`config.mk`:
```
export PLATFORM = sky130hd
export DESIGN_NAME = bmp_div
export DESIGN_NICKNAME = d
export VERILOG_FILES = /design/src/hw/rtl/bmp_div.sv
export SDC_FILE = /design/constraint.sdc
export NUM_CORES = 1
export LEC_CHECK = 0
export BUFFER_PORTS_ARGS = -buffer_cell sky130_fd_sc_hd__buf_2
export CAP_MARGIN = 30
export CORE_MARGIN = 3
export CORE_UTILIZATION = 30
export DETAILED_ROUTE_END_ITERATION = 6
export GPL_TIMING_DRIVEN = 0
export PLACE_DENSITY = 0.48
export SLEW_MARGIN = 10
export SYNTH_ARGS = -nofsm -noshare
export SYNTH_HDL_FRONTEND = slang
export SYNTH_SLANG_ARGS = --single-unit
```
`constraint.sdc`:
```
create_clock -name clk -period 2.5 [get_ports clk]
set_input_delay 0.5 -clock clk [delete_from_list [all_inputs] [get_ports clk]]
set_output_delay 0.5 -clock clk [all_outputs]
set_load 0.005 [all_outputs]
```
`src/hw/rtl/bmp_div.sv`:
```
// ----------------------------------------------------------------------------
// bmp_div
// Restoring divider, one quotient bit per cycle.
// ----------------------------------------------------------------------------
module bmp_div #(
	parameter int DVD_W = 20,
	parameter int DVS_W = 14
) (
	input  logic             clk,
	input  logic             arst_n,
	input  logic             start,
	input  logic [DVD_W-1:0] dividend,
	input  logic [DVS_W-1:0] divisor,
	output logic             done,
	output logic [DVD_W-1:0] quotient,
	output logic [DVS_W-1:0] remainder
);
	localparam int CW = (DVD_W > 1) ? $clog2(DVD_W) : 1;

	logic             busy_q;
	logic             done_q;
	logic [CW-1:0]    cnt_q;
	logic [DVD_W-1:0] quo_q;
	logic [DVS_W-1:0] rem_q;
	logic [DVS_W-1:0] dvs_q;
	logic [DVS_W:0]   trial;
	logic             fits;

	assign trial = {rem_q, quo_q[DVD_W-1]};
	assign fits  = trial >= {1'b0, dvs_q};

	always_ff @(posedge clk or negedge arst_n) begin
		if (!arst_n) begin
			busy_q <= 1'b0;
			done_q <= 1'b0;
			cnt_q  <= '0;
		end else if (start) begin
			busy_q <= 1'b1;
			done_q <= 1'b0;
			cnt_q  <= '0;
		end else if (busy_q) begin
			cnt_q <= cnt_q + 1'b1;
			if (cnt_q == CW'(DVD_W-1)) begin
				busy_q <= 1'b0;
				done_q <= 1'b1;
			end
		end else begin
			done_q <= 1'b0;
		end
	end

	always_ff @(posedge clk) begin
		if (start) begin
			quo_q <= dividend;
			rem_q <= '0;
			dvs_q <= divisor;
		end else if (busy_q) begin
			quo_q <= {quo_q[DVD_W-2:0], fits};
			rem_q <= fits ? DVS_W'(trial - {1'b0, dvs_q}) : DVS_W'(trial);
		end
	end

	assign done      = done_q;
	assign quotient  = quo_q;
	assign remainder = rem_q;
endmodule

```
# Yosys cells after proc, flatten, opt, wreduce, memory -nomap -nowiden
# Cells that the tools add are included.
[totals] memories=0 output_inout_bits=35 elab_cells=23 mem_bits_rw=0 ff_bits=55 in_bits=37 rom_bits=0 latchBits=0
[op_classes] n_shift=0 mul=0 magnitude_cmp=1 n_bitwise=0 mux=11 eq_ne=2 div_mod_pow=0 add_sub_neg=2 n_reduce_logical=1
[op_table] cell="$mux W20" count=2
[op_table] cell="$ge A15 B14 Y1" count=1
[op_table] cell="$mux W14" count=1
[op_table] cell="$sub A14 B14 Y14" count=1
[op_table] cell="$mux W5" count=2
[op_table] cell="$mux W1" count=6
[op_table] cell="$add A5 B1 Y5 const B" count=1
[op_table] cell="$eq A5 B5 Y1 const B" count=1
[op_table] cell="$ne A3 B2 Y1 const B" count=1
[op_table] cell="$reduce_bool A2 Y1" count=1

# Logic depth before layout (Yosys ltp)
[logic_depth] depth_word=4 ltp_mapped=10 mapped_depth_nobuf=10

# Least setup slack after synthesis
# No wires, ideal clock.
[synth_path] path_type="reg2reg" start="reg quo_q[19] (netlist: quotient[19])" end="reg rem_q[12] (netlist: remainder[12])" n_path_buf=0 slack_ns=0.167 setup_time_ns=0.132 required_ns=2.368 path_stages_with_launch=11 period_less_slack_ns=2.333 arrival_time_ns=2.202 cell_sequence="edfxtp_1 -> inv_1 -> ha_1 -> inv_1 -> fa_1 -> a211oi_1 -> nor2_1 -> a21oi_1 -> mux2i_1 -> a2111oi_0 -> o21ai_0"
[synth_via] elab_chain_len=2 elab_cells_between_ends=3 classes_between="1 x add/sub; 1 x order compare; 1 x mux"
[synth_rtl] element="start, declared" line_no="23" text="logic [DVD_W-1:0] quo_q;"
[synth_rtl] element="start signal, assigned" line_no="54" text="quo_q <= dividend;"
[synth_rtl] element="start signal, assigned" line_no="58" text="quo_q <= {quo_q[DVD_W-2:0], fits};"
[synth_rtl] element="$sub A14 B14 Y14 or $ge A15 B14 Y1 (tied branches)" line_no="59, 30"
[synth_rtl] element="$mux W14 *" line_no="59" text="rem_q <= fits ? DVS_W'(trial - {1'b0, dvs_q}) : DVS_W'(trial);"
[synth_rtl] element="end signal, assigned" line_no="59"
[synth_rtl] element="end, declared" line_no="24" text="logic [DVS_W-1:0] rem_q;"
# Mark *: on every way between the ends. The rest lies on a longest branch, timed or not.
# A chain may end at the register's enable or synchronous reset.

# Final worst setup path
[layout_path] start="reg quo_q[19] (netlist: quotient[19])" end="reg rem_q[10] (netlist: remainder[10])"
# The elaborated chain is that of the path after synthesis.

==> out/qor.yml <==
synthArstFlopShare_pct: 12.7
fin_skew_ns: 0.00946
syn_area_um2: 3090
coreArea_um2: 9910
netlist_top_cells_count: "34 x edfxtp_1, 22 x nor2_1, 20 x mux2_2, 19 x inv_1, 16 x ha_1"
io_pins: 72
drtIter0Drc: 175
grt_pass1_vias: 2531
synth_cell_type_count: 60
area_growth_pct: 21.6
final_hold_viol_count: 0
routed_wl_um: 7620
grt_first_pass_wirelength_um: 12600
avgRoutedWirePerCell_um: 15.4
arrival_ns: 2.59
maxCapViolCount: 0
final_nets: 416
cp-end-kind: "flop"
place_ws_ns: -0.426
dieArea_um2: 11600
drive_above_1_share_pct: 34.2
synth_seq_cells: 55
clk_latency_ns: 0.32
tightest_slew_ns: 0.782
fin_util_pct: 37.9
powerDensity_nw_per_um2: 831
grt_overflow: 0
vias: 2429
vias_per_cell: 4.90
antenna_cells: 0
die_y_um: 108
cts_max_path_buffers: 2
min_path_type: "in -> reg"
crit_required_ns: 2.71
synth.area.top_cells: "edfxtp_1 33%, dfxtp_1 9.1%, mux2_2 7.3%"
syn_nets: 334
synth_ff_type: "edfxtp_1"
path_max_fanout: 3
grt_max_degree: 21
status: "completed"
globalplace.congestion: 0.846
drtAntennaViolNets: 0
cts_buffers: 5
path_clk_slew_ns: 0.11
cts_sinks: 55
drc: 0
antenna_found_initial: 0
post-synth-top-count-cell: "edfxtp_1"
timing.final.crit_share_pct: 95.2
crit_path_start_kind: "flop"
yosysTopAreaCellShare_pct: 33.0
tritoncts: "built"
seq_area_frac_synth_pct: 47.8
htreeDepth: 2
track_usage_pct: 13.8
syn-mean-instance-area_um2: 11.0
yosysWarnings: 0
slew_viol_final: 0
syn_inst: 280
dp_hpwl_um: 5870
ir_worst_vdd_v: 0.000283
leakage_nw: 1.64
total_power_w: 0.00312
relSlewSlack_pct: 47.8
die_x_um: 108
clockRootBuffer: "clkbuf_8"
synth_top_area_cell: "edfxtp_1"
worst_slack_ns: 0.119
rows: 36
setup_viol: 0
finalCriticalPeriod_ns: 2.38
path_class: "reg -> reg"
n_fill_cell: 1026
numPortBuffers: 71
initial_utilization_pct: 31.2
fmax_mhz: 420
dr.pass1.iters: 4
synth-edff-count: 34
critical path, cell delays in order (launching register included):
cell	delay, ns
edfxtp_1	0.41
inv_2	0.09
ha_1	0.14
inv_1	0.05
fa_2	0.37
a211oi_2	0.27
buf_4	0.15
o211ai_1	0.12
a31o_2	0.25
a21oi_2	0.14
xor2_1	0.21
o31ai_1	0.08
area by class of cell:
class	count	area (um^2)	share of cell area (%)
Buffer	12	63.8	1.70
Clock buffer	5	68.8	1.83
Clock inverter	3	18.8	0.499
Inverter	20	75.1	2.00
Multi-Input combinational cell	193	1500	39.9
Sequential cell	55	1480	39.3
Tap cell	133	166	4.43
Timing Repair Buffer	75	388	10.3
per-stage QoR:
step | setup TNS, ns | hold WS [ns] | instance area (um^2) | std cells
after floorplan | 0 | 0.204 | 3090 | 280
after CTS | 0 | 0.346 | 3730 | 494
after global placement | -2.75 | 0.344 | 3610 | 484
final | 0 | 0.349 | 3760 | 496
after global routing | -0.000566 | 0.333 | 3760 | 496
after detailed placement | -3.18 | 0.345 | 3610 | 484
sequential cells by signal, summed over array words and instances (netlist names):
name,count
quotient,20
remainder,14
done,1
dvs_q,14
busy_q,1
cnt_q,5
power by group:
group | internal (W) | switching, W
clock | 0.000198 | 0.000319
combinational | 0.000601 | 0.000750
sequential | 0.00112 | 0.000132
path summary, 6_finish.rpt:
check / from / end / slack (ns) / depth (start not counted)
min in group asynchronous: arst_n / done / 0.55 / 2
worst max register to register: quotient[19] / remainder[10] / 0.12 / 11
worst min-delay path: divisor[13] / dvs_q[13] / 0.35 / 1
worst max-delay path: quotient[19] / remainder[10] / 0.12 / 11
worst min register to register: done / done / 0.52 / 2
max in group asynchronous: arst_n / cnt_q[1] / 1.80 / 2
per-layer routing:
metal | up-vias | part of all wire (%) | GRT usage, %
met5 | - | 0 | 0
met3 | 7 | 7.9 | 4.38
met1 | 1148 | 45 | 18.3
met2 | 80 | 46 | 21.8
li1 | 1194 | - | -
met4 | 0 | 1.0 | 3.52
cells by family (layout without fill, tap and decap cells):
logic type	after synthesis	after routing	share of synthesized area, %
simple gates	75	75	13.2
mux	22	22	7.93
xor+xnor	13	13	3.68
fa+ha+maj	17	17	7.12
flops	55	55	47.8
compound gates	66	66	15.8
buf+inv	32	115	4.49
cells in the final DEF, fill, tap and decap left out, drive strengths merged, types with 2 or more instances in the layout:
master,Yosys,routed
nand4,4,4
dfxtp,14,14
o21ai,13,13
edfxtp,34,34
and2,5,5
inv,19,20
clkinv,1,2
dfrtp,7,7
nor2,23,23
a311oi,3,3
o211ai,7,7
mux2i,2,2
mux2,20,20
a41oi,3,3
clkbuf,8,13
a31oi,2,2
ha,16,16
a21o,6,6
nand3,5,5
nand2,16,16
a21oi,12,12
a211o,2,2
a31o,2,2
o31ai,3,3
xor2,7,7
nor3,7,7
nand2b,4,4
o211a,2,2
xnor2,6,6
buf,4,78
a211oi,3,3
nor2b,4,4
what timing repair did:
| action | in CTS | in global routing |
|---|---|---|
| pin swaps | 1 | 5 |
| hold buffers | 1 | 0 |
| buffers inserted | 1 | 2 |
| setup endpoints to repair | 2 | 3 |
| hold endpoints to repair | 1 | 0 |
| gates resized for setup | 5 | 2 |
Power figures use the tool's default switching activity.
